## src/rtl/bre_pkg.sv

```systemverilog
// ----------------------------------------------------------------------------
// Bit reader package
// Shared types and constants for the MSB-first bit reader with Exp-Golomb
// decoding.
// ----------------------------------------------------------------------------
package bre_pkg;

    localparam int MAX_READ_BITS = 32;
    localparam int VALUE_W       = 32;
    localparam int ACC_W         = VALUE_W + 1;
    localparam int OP_W          = 2;
    localparam int BYTE_W        = 8;
    localparam int LEN_W         = 6;

    typedef enum logic [OP_W-1:0] {
        OP_CLEAR  = 2'd0,
        OP_APPEND = 2'd1,
        OP_READ   = 2'd2,
        OP_EXPG   = 2'd3
    } t_op;

    typedef enum logic [1:0] {
        MODE_FIXED,
        MODE_PREFIX,
        MODE_SUFFIX
    } t_mode;

    typedef enum logic [2:0] {
        S_IDLE,
        S_CHECK,
        S_FETCH,
        S_SHIFT,
        S_FINISH,
        S_EMIT
    } t_state;

    typedef struct packed {
        logic load;
        logic init_one;
        logic shift;
    } t_acc_ctl;

endpackage

```

## src/rtl/bre_byte_mem.sv

```systemverilog
// ----------------------------------------------------------------------------
// Byte store
// Single-port-write, single-port-read byte memory with registered read data.
// ----------------------------------------------------------------------------
module bre_byte_mem #(
    parameter int DEPTH = 256,
    parameter int AW    = 8
) (
    input  logic          i_clk,
    input  logic          i_we,
    input  logic [AW-1:0] i_waddr,
    input  logic [7:0]    i_wdata,
    input  logic [AW-1:0] i_raddr,
    output logic [7:0]    o_rdata
);

    logic [7:0] r_mem [DEPTH];
    logic [7:0] r_rdata;

    always_ff @(posedge i_clk) begin
        if (i_we) begin
            r_mem[i_waddr] <= i_wdata;
        end
        r_rdata <= r_mem[i_raddr];
    end

    assign o_rdata = r_rdata;

endmodule

```

## src/rtl/bre_bit_unit.sv

```systemverilog
// ----------------------------------------------------------------------------
// Bit unit
// Picks one bit of the current byte, MSB first, and shifts it into the
// result accumulator.
// ----------------------------------------------------------------------------
module bre_bit_unit
    import bre_pkg::*;
(
    input  logic             i_clk,
    input  t_acc_ctl         i_ctl,
    input  logic [7:0]       i_byte,
    input  logic [2:0]       i_bit_idx,
    output logic             o_bit,
    output logic [ACC_W-1:0] o_acc
);

    logic [ACC_W-1:0] r_acc;

    assign o_bit = i_byte[3'd7 - i_bit_idx];

    always_ff @(posedge i_clk) begin
        if (i_ctl.load) begin
            r_acc <= {{(ACC_W-1){1'b0}}, i_ctl.init_one};
        end else if (i_ctl.shift) begin
            r_acc <= {r_acc[ACC_W-2:0], o_bit};
        end
    end

    assign o_acc = r_acc;

endmodule

```

## src/rtl/bitstream_reader_exp_golomb_core.sv

```systemverilog
// ----------------------------------------------------------------------------
// Bitstream reader with Exp-Golomb decoding
// Byte buffer read MSB first through a bit cursor, with fixed-length reads
// and unsigned Exp-Golomb decoding.
//
//  Channel | Direction | Signals                         | Contents
//  s       | in        | tvalid tready tdata[15:0] tuser | op, byte, length
//  m       | out       | tvalid tready tdata[31:0] tuser | value, failed
//
// Clear and append requests finish in the idle state. A fixed read goes through
// check, fetch and shift, then finish and emit; a zero-length read skips to
// finish and a failed check goes to emit. An Exp-Golomb request reads its prefix
// zeros, then its suffix, one bit per cycle in shift but for each byte fetch.
// Reset clears the byte count, the cursor and the output valid, not the store.
// A finished result waits in the sequencer while the output is stalled.
// ----------------------------------------------------------------------------
module bitstream_reader_exp_golomb_core
    import bre_pkg::*;
#(
    parameter int BUFFER_BYTES = 256
) (
    input  logic        i_clk,
    input  logic        i_rst_n,
    input  logic        i_s_tvalid,
    output logic        o_s_tready,
    input  logic [15:0] i_s_tdata,  // [7:0] data_byte, [13:8] read_length, [15:14] zero
    input  logic [1:0]  i_s_tuser,  // [1:0] op
    output logic        o_m_tvalid,
    input  logic        i_m_tready,
    output logic [31:0] o_m_tdata,  // [31:0] value
    output logic [0:0]  o_m_tuser   // [0] failed
);

    localparam int AW = $clog2(BUFFER_BYTES);
    localparam int CW = $clog2(BUFFER_BYTES + 1);
    localparam int PW = $clog2(BUFFER_BYTES * 8 + 1);
    localparam int SW = PW + 1;

    t_state              r_state, n_state;
    t_mode               r_mode, n_mode;
    logic [PW-1:0]       r_pos, n_pos;
    logic [CW-1:0]       r_count, n_count;
    logic [PW-1:0]       r_remain, n_remain;
    logic [VALUE_W-1:0]  r_res_value, n_res_value;
    logic                r_res_failed, n_res_failed;
    logic                r_out_valid, n_out_valid;
    logic [VALUE_W-1:0]  r_out_value, n_out_value;
    logic                r_out_failed, n_out_failed;

    logic                w_we;
    logic [7:0]          w_rdata;
    t_acc_ctl            w_acc_ctl;
    logic                w_bit;
    logic [ACC_W-1:0]    w_acc;
    logic [SW-1:0]       w_end_bits;
    logic [SW-1:0]       w_read_end;
    logic [SW-1:0]       w_next_pos;
    t_op                 w_op;
    logic [BYTE_W-1:0]   w_byte;
    logic [LEN_W-1:0]    w_len;

    assign w_op       = t_op'(i_s_tuser);
    assign w_byte     = i_s_tdata[7:0];
    assign w_len      = i_s_tdata[13:8];
    assign w_end_bits = SW'({r_count, 3'b000});
    assign w_read_end = SW'(r_pos) + SW'(r_remain);
    assign w_next_pos = SW'(r_pos) + SW'(1);

    bre_byte_mem #(
        .DEPTH (BUFFER_BYTES),
        .AW    (AW)
    ) u_mem (
        .i_clk   (i_clk),
        .i_we    (w_we),
        .i_waddr (r_count[AW-1:0]),
        .i_wdata (w_byte),
        .i_raddr (r_pos[AW+2:3]),
        .o_rdata (w_rdata)
    );

    bre_bit_unit u_bit (
        .i_clk     (i_clk),
        .i_ctl     (w_acc_ctl),
        .i_byte    (w_rdata),
        .i_bit_idx (r_pos[2:0]),
        .o_bit     (w_bit),
        .o_acc     (w_acc)
    );

    always_comb begin
        n_state      = r_state;
        n_mode       = r_mode;
        n_pos        = r_pos;
        n_count      = r_count;
        n_remain     = r_remain;
        n_res_value  = r_res_value;
        n_res_failed = r_res_failed;
        n_out_valid  = r_out_valid;
        n_out_value  = r_out_value;
        n_out_failed = r_out_failed;
        w_we         = 1'b0;
        w_acc_ctl    = '0;

        if (r_out_valid && i_m_tready) begin
            n_out_valid = 1'b0;
        end

        case (r_state)
            S_IDLE: begin
                if (i_s_tvalid) begin
                    case (w_op)
                        OP_CLEAR: begin
                            n_count = '0;
                            n_pos   = '0;
                        end
                        OP_APPEND: begin
                            if (r_count < CW'(BUFFER_BYTES)) begin
                                w_we    = 1'b1;
                                n_count = r_count + CW'(1);
                            end
                        end
                        OP_READ: begin
                            n_mode   = MODE_FIXED;
                            n_remain = PW'(w_len);
                            n_state  = S_CHECK;
                        end
                        OP_EXPG: begin
                            n_remain = '0;
                            if (SW'(r_pos) >= w_end_bits) begin
                                n_res_value  = '0;
                                n_res_failed = 1'b1;
                                n_state      = S_EMIT;
                            end else begin
                                n_mode  = MODE_PREFIX;
                                n_state = S_FETCH;
                            end
                        end
                        default: begin
                            n_state = S_IDLE;
                        end
                    endcase
                end
            end
            S_CHECK: begin
                if (r_remain > PW'(MAX_READ_BITS) || w_read_end > w_end_bits) begin
                    n_res_value  = '1;
                    n_res_failed = 1'b1;
                    n_state      = S_EMIT;
                end else begin
                    w_acc_ctl.load     = 1'b1;
                    w_acc_ctl.init_one = (r_mode == MODE_SUFFIX);
                    if (r_remain == '0) begin
                        n_state = S_FINISH;
                    end else begin
                        n_state = S_FETCH;
                    end
                end
            end
            S_FETCH: begin
                n_state = S_SHIFT;
            end
            S_SHIFT: begin
                n_pos = r_pos + PW'(1);
                if (r_mode == MODE_PREFIX) begin
                    if (w_bit || w_next_pos >= w_end_bits) begin
                        n_mode  = MODE_SUFFIX;
                        n_state = S_CHECK;
                    end else begin
                        n_remain = r_remain + PW'(1);
                        if (r_pos[2:0] == 3'd7) begin
                            n_state = S_FETCH;
                        end
                    end
                end else begin
                    w_acc_ctl.shift = 1'b1;
                    n_remain        = r_remain - PW'(1);
                    if (r_remain == PW'(1)) begin
                        n_state = S_FINISH;
                    end else if (r_pos[2:0] == 3'd7) begin
                        n_state = S_FETCH;
                    end
                end
            end
            S_FINISH: begin
                if (r_mode == MODE_SUFFIX) begin
                    n_res_value = w_acc[VALUE_W-1:0] - VALUE_W'(1);
                end else begin
                    n_res_value = w_acc[VALUE_W-1:0];
                end
                n_res_failed = 1'b0;
                n_state      = S_EMIT;
            end
            S_EMIT: begin
                if (!r_out_valid || i_m_tready) begin
                    n_out_valid  = 1'b1;
                    n_out_value  = r_res_value;
                    n_out_failed = r_res_failed;
                    n_state      = S_IDLE;
                end
            end
            default: begin
                n_state = S_IDLE;
            end
        endcase
    end

    always_ff @(posedge i_clk) begin
        if (!i_rst_n) begin
            r_state     <= S_IDLE;
            r_mode      <= MODE_FIXED;
            r_pos       <= '0;
            r_count     <= '0;
            r_remain    <= '0;
            r_out_valid <= 1'b0;
        end else begin
            r_state     <= n_state;
            r_mode      <= n_mode;
            r_pos       <= n_pos;
            r_count     <= n_count;
            r_remain    <= n_remain;
            r_out_valid <= n_out_valid;
        end
    end

    always_ff @(posedge i_clk) begin
        r_res_value  <= n_res_value;
        r_res_failed <= n_res_failed;
        r_out_value  <= n_out_value;
        r_out_failed <= n_out_failed;
    end

    assign o_s_tready   = (r_state == S_IDLE);
    assign o_m_tvalid   = r_out_valid;
    assign o_m_tdata    = r_out_value;
    assign o_m_tuser[0] = r_out_failed;

`ifndef SYNTHESIS
    a_cursor_in_data: assert property (@(posedge i_clk) disable iff (!i_rst_n)
        SW'(r_pos) <= w_end_bits)
        else $error("Bit cursor is past the end of the buffered data.");

    a_count_bound: assert property (@(posedge i_clk) disable iff (!i_rst_n)
        r_count <= CW'(BUFFER_BYTES))
        else $error("Byte count exceeds the buffer size.");

    a_shift_has_work: assert property (@(posedge i_clk) disable iff (!i_rst_n)
        (r_state == S_SHIFT && r_mode != MODE_PREFIX) |-> (r_remain != '0))
        else $error("Shift step entered with no bits left to read.");

    a_read_in_bounds: assert property (@(posedge i_clk) disable iff (!i_rst_n)
        (r_state == S_SHIFT) |-> (SW'(r_pos) < w_end_bits))
        else $error("Bit taken beyond the buffered data.");
`endif

endmodule
```

## config.mk

```make
export PLATFORM = sky130hd
export DESIGN_NAME = bitstream_reader_exp_golomb_core
export DESIGN_NICKNAME = d
export VERILOG_FILES = /design/src/rtl/bre_pkg.sv /design/src/rtl/bre_byte_mem.sv /design/src/rtl/bre_bit_unit.sv /design/src/rtl/bitstream_reader_exp_golomb_core.sv
export SDC_FILE = /design/constraint.sdc
export NUM_CORES = 2
export LEC_CHECK = 0
export BUFFER_PORTS_ARGS = -buffer_cell sky130_fd_sc_hd__buf_2
export CAP_MARGIN = 30
export CORE_MARGIN = 2
export CORE_UTILIZATION = 40
export DETAILED_ROUTE_END_ITERATION = 16
export PLACE_DENSITY = 0.54
export SYNTH_ARGS = -nofsm -noshare
export SYNTH_HDL_FRONTEND = slang
export SYNTH_SLANG_ARGS = --single-unit
export TNS_END_PERCENT = 30
```

## constraint.sdc

```tcl
create_clock -name i_clk -period 16.4 [get_ports i_clk]
set_input_delay 2.46 -clock i_clk [delete_from_list [all_inputs] [get_ports i_clk]]
set_output_delay 2.46 -clock i_clk [all_outputs]
set_load 0.02 [all_outputs]
```

# Word level (Yosys, flattened, before mapping)
# Memories as Yosys holds them, arrays and structs flattened. A register that Yosys moved wholly into a read port is not among the register bits.
# Cells that the tools add are included.
dict set report classes {
  n_addsub 8
  n_lt_le_gt_ge 6
  eq_ne 24
  n_mux 55
  n_reduce_logical 19
}
# op count
set ops {}
lappend ops {{$mux W32} 5}
lappend ops {{$pmux W32 S3} 1}
lappend ops {{$pmux W12 S2} 3}
lappend ops {{$mux W12} 5}
lappend ops {{$sub A32 B1 Y32 const B} 1}
lappend ops {{$mux W3} 9}
lappend ops {{$add A12 B1 Y12 const B} 2}
lappend ops {{$mux W1} 18}
lappend ops {{$pmux W3 S6} 1}
lappend ops {{$pmux W9 S2} 1}
lappend ops {{$add A12 B1 Y13 const B} 1}
lappend ops {{$add A12 B12 Y13} 1}
lappend ops {{$ge A13 B12 Y1} 1}
lappend ops {{$gt A13 B12 Y1} 1}
lappend ops {{$eq A12 B1 Y1 const B} 1}
lappend ops {{$ge A12 B12 Y1} 1}
lappend ops {{$gt A12 B6 Y1 const B} 1}
lappend ops {{$logic_not A12 Y1} 1}
lappend ops {{$mux W2} 6}
lappend ops {{$ne A2 B2 Y1 const B} 6}
lappend ops {{$sub A12 B1 Y12 const B} 1}
lappend ops {{$add A9 B1 Y9 const B} 1}
lappend ops {{$eq A3 B3 Y1 const B} 3}
lappend ops {{$lt A9 B9 Y1 const B} 1}
lappend ops {{26 further kinds} 40}
dict set report totals {
  regBits 137
  ramBits 2048
  output_inout_bits 35
  mem_count 1
}
# memory depth width read_ports rd_ports_with_merged_regs wr line
set memory_table {}
lappend memory_table {u_mem.r_mem 256 8 1 1 1 bre_byte_mem.sv:17} ;# logic [7:0] r_mem [DEPTH];

# Longest topological paths before layout
dict set report logic_depth {
  depth_word 7
  depth_mapped 18
}

# Hierarchy
# A second synthesis with hierarchy kept.
dict set report unflattened {
  hier_cells 4506
  hier_area_um2 87169.9
}
# mod instances cells_each area_each_um2 seq_area_each_um2
set modules_own_cells {}
lappend modules_own_cells {bre_byte_mem 1 3733 79556.3 61659.1}
lappend modules_own_cells {bitstream_reader_exp_golomb_core 1 658 6371.1 2762.6}
lappend modules_own_cells {bre_bit_unit 1 115 1242.4 670.6}

# Least setup slack after synthesis
# Ideal clock, no wire load.
dict set report synth_timing {
  kind {input-to-reg}
  from {input i_s_tuser[0]}
  to {register r_res_failed (enable)}
  arrival_ns 5.637
  required_time_ns 15.927
  path_slack_ns 10.290
  stages 5
  path_cell_list {clkbuf_1 > nand2_1 > nor2b_1 > a21oi_1 > o31ai_1}
}
dict set report synth_via {
  elab_chain_len 3
}
# item line
set synth_rtl {}
lappend synth_rtl {{start: declaration} bitstream_reader_exp_golomb_core.sv:27} ;# input logic [1:0] i_s_tuser,
lappend synth_rtl {{$eq A2 B2 Y1} bitstream_reader_exp_golomb_core.sv:111} ;# case (w_op)
lappend synth_rtl {{$ne A2 B1 Y1 (no line)} --}
lappend synth_rtl {{$reduce_and A5 Y1 (no line)} --}
lappend synth_rtl {{end signal: assignment} bitstream_reader_exp_golomb_core.sv:227} ;# r_res_failed <= n_res_failed;
lappend synth_rtl {{end: declaration} bitstream_reader_exp_golomb_core.sv:45} ;# logic r_res_failed, n_res_failed;
# Every way passes these cells.
# A chain may end at the register's enable or synchronous reset.

==> key figures <==
Timing
  • Fin crit share: 0.413
  • Final setup skew: 0.0266 ns
  • Hold WS: 0.417 ns
  • Peak Freq: 0.147 GHz
  • Worst-Margin Slew: 1.15 ns
  • Slew HR: 0.224
  • Endpoints failing hold: 0
  • Min setup slack post-route: 9.62 ns
  • Max-slew violations: 0
  • Endpoints failing setup: 0
  • Crit path time final: 6.78 ns
  • Setup_tns: 0 ns
  • RSZ-0062 raised after global routing: no

Clock network
  • Max Root-Sink Buffers: 3
  • Clock sink total: 2193
  • Post-CTS setup buffers: 0
  • Worst skew pair latency: 0.85 ns
  • CTS tree: built
  • H-tree level count: 4
  • CTS Hold Buffers Added: 0
  • Root Driver: clkbuf_16
  • Clock Pin Slew Worst Setup and Hold Paths: 0.06 ns
  • Cts bufs inserted: 220
  • CTS resizes: 0

Setup path
  • Worst Path Arrival: 7.45 ns
  • CP Capture Type: flip-flop
  • CP startpoint kind: flip-flop
  • Worst-path fanout max: 43
  • Worst r2r src: r_pos[3]$_SDFFE_PN0P_
  • R2R cell count: 11
  • R2R setup slack: 9.62 ns
  • Reg-to-reg endpoint: u_mem.o_rdata[7]$_DFF_P_
  • Critical Path RT: 17.07 ns
  • Critical path type: reg -> reg

Detailed routing
  • Vias per cell: 5.87
  • Detailed Routing Iterations Pass 1: 5
  • Via Count: 45835
  • Routed len/inst: 31.2 um
  • ANT nets after route: 0
  • Final WL: 244 mm
  • Remaining DRCs: 0
  • Drt first-iter violations: 5312

Pwr
  • Worst VDD drop: 0.000119 V
  • Clock power frac: 0.439
  • P_leak: 29.6 nW
  • P_sw: 2.42 mW
  • Int Pwr: 9.21 mW
  • Fraction of power consumed by sequential logic: 0.536
  • Power per Cell Area: 118 nW/um^2
  • Logic pwr share: 0.026
  • Switching Fraction: 0.208

Global route
  • Initial antenna violation count: 12
  • First-pass GRT wire length: 346 mm
  • Grt total ovfl: 0
  • Vias in the first global route: 45607
  • Gr usage total: 0.217
  • Pin count of the biggest net entering global routing: 127

Floorplanning
  • Core area: 217000 um^2
  • IO Pins: 57
  • Die height: 472 um
  • # rows: 171
  • Die X-Extent: 472 um
  • Die Footprint: 222000 um^2
  • Initial core utilization: 0.403

Final layout
  • Nets: 4838
  • Area growth, synth to finish: 12.3%
  • Register Area: 65100 um^2
  • Filler Cells Inserted: 18512
  • Area of the multi-input gates: 20800 um^2
  • Ratio of cells with drive above 1 in the final layout: 0.206

Placed design
  • Post-DP HPWL: 146 mm
  • GPL Wtd Cong: 0.825
  • Number of buffers added on ports: 54
  • Post-Place Setup Slack: 9.49 ns

Synthesis
  • Cell variety after synth: 86
  • Post-Syn Nets: 4721
  • Async SR Flop Fraction: 0
  • Cell taking the most area after synthesis: edfxtp_1
  • Top-area cell type share of the netlist area: 0.726
  • Post-synth EDFFs: 2115
  • Top post-synthesis cells by count: 2115 x edfxtp_1, 429 x mux4_2, 382 x nor2_1
  • Synth Register Bits: 2193
  • Synthesized area: 87400 um^2
  • Most common cell in the netlist: edfxtp_1
  • Yosys warns: 0
  • Syn_area_per_cell: 18.8 um^2
  • Most used DFF post-synth: edfxtp_1
  • Syn Inst Count: 4649
  • Sequential element share of the synthesized area: 0.744
  • Synth area leaders: edfxtp_1 73%, mux4_2 11%, mux2i_1 2.1%

Run status
  • Status: completed

Min path
  • End of the worst hold path: o_m_tdata[2]$_DFFE_PP_
  • Hold path cells: 0
  • Hold/Removal Path Class: reg -> reg
  • Worst Min Path Start: r_res_value[2]$_DFFE_PP_

Flow run
  • Max_cap viols: 0
[cells by family (layout without fill, tap and decap cells)]
group | Yosys count | after routing | synth area share
AND/OR/NAND/NOR | 832 | 832 | 0.0428
other | 0 | 1 | 0
XOR/XNOR | 55 | 55 | 0.00551
flip-flops | 2193 | 2193 | 0.744
multiplexers | 640 | 640 | 0.135
buffers and inverters | 300 | 606 | 0.0199
adder cells (fa/ha/maj) | 50 | 50 | 0.00724
AO/OA/AOI/OAI | 579 | 579 | 0.0454
[worst max-delay path by stage]
stage / startpoint / end / slack (ns) / cells after the start
after floorplan: i_s_tuser[0] / r_res_failed$_DFFE_PP_ / 10.29 / 5
after global placement: r_pos[3]$_SDFFE_PN0P_ / u_mem.o_rdata[5]$_DFF_P_ / 9.52 / 11
after detailed placement: r_pos[3]$_SDFFE_PN0P_ / u_mem.o_rdata[7]$_DFF_P_ / 9.49 / 11
after CTS: r_pos[3]$_SDFFE_PN0P_ / u_mem.o_rdata[7]$_DFF_P_ / 9.48 / 11
after global routing: r_pos[3]$_SDFFE_PN0P_ / u_mem.o_rdata[7]$_DFF_P_ / 9.20 / 11
final: r_pos[3]$_SDFFE_PN0P_ / u_mem.o_rdata[7]$_DFF_P_ / 9.62 / 11
[cell usage in the layout, fill, tap and decap left out, types with 74 or more instances in the layout]
cell | Yosys | routed
dfxtp_1 | 78 | 74
a22oi_1 | 76 | 76
o21ai_0 | 80 | 80
mux2i_1 | 187 | 187
nand2_1 | 207 | 195
mux4_2 | 429 | 429
nor2_1 | 382 | 376
buf_4 | 35 | 101
a21oi_1 | 134 | 134
clkbuf_16 | 0 | 224
edfxtp_1 | 2115 | 2115
[power by group through the flow]
stage | Clock, mW | Combinational, mW | Sequential, mW
2_1_floorplan | 0 | 0.136 | 6.34
3_5_place_dp | 0 | 0.300 | 6.35
5_1_grt | 5.39 | 0.328 | 6.23
3_3_place_gp | 0 | 0.287 | 6.34
6_report | 5.10 | 0.298 | 6.23
4_1_cts | 5.18 | 0.300 | 6.23
[stage by stage]
stage | total power [mW] | util | area (um^2) | cells
after floorplan | 6.48 | - | 87400 | 4649
after global placement | 6.63 | 0.418 | 90700 | 7384
after detailed placement | 6.65 | 0.418 | 90800 | 7393
after CTS | 11.7 | 0.452 | 98100 | 7804
after global routing | 11.9 | 0.452 | 98200 | 7809
final | 11.6 | 0.452 | 98200 | 7810
[worst max-delay path: stages, from the launching register on]
cell      delay (ns)
dfxtp_4         0.79
buf_4           0.62
buf_4           0.70
buf_4           0.76
buf_4           0.81
buf_4           0.65
mux4_2          0.62
nand2_1         0.09
nand3_1         0.13
a32o_1          0.45
nor4_1          0.70
a221oi_1        0.10
[registers in the layout, summed over array words and instances, names as in the netlist]
name	cells
o_m_tdata	32
o_m_tuser	1
o_m_tvalid	1
r_count	9
r_mode	2
r_pos	12
r_remain	12
r_res_failed	1
r_res_value	32
r_state	3
u_bit.o_acc	32
u_mem.o_rdata	8
u_mem.r_mem	2048
[routing by layer]
layer | wire [um] | global-route usage | vias to the layer above
met5 | 0 | 0 | -
met4 | 6050 | 0.0568 | 0
met3 | 16500 | 0.0339 | 316
met2 | 115000 | 0.342 | 1746
met1 | 106000 | 0.315 | 24552
li1 | - | - | 19221
[layout make-up]
type                       instances  share of cell area
clock inverter                   151              0.0155
sequential                      2193               0.663
timing repair buffer             168              0.0138
clock buffer                     260              0.0585
multi-input combinational       2156               0.212
inverter                          27             0.00107
tap                             2854              0.0364
antenna                            1           0.0000255
Power figures use the tool's default switching activity.
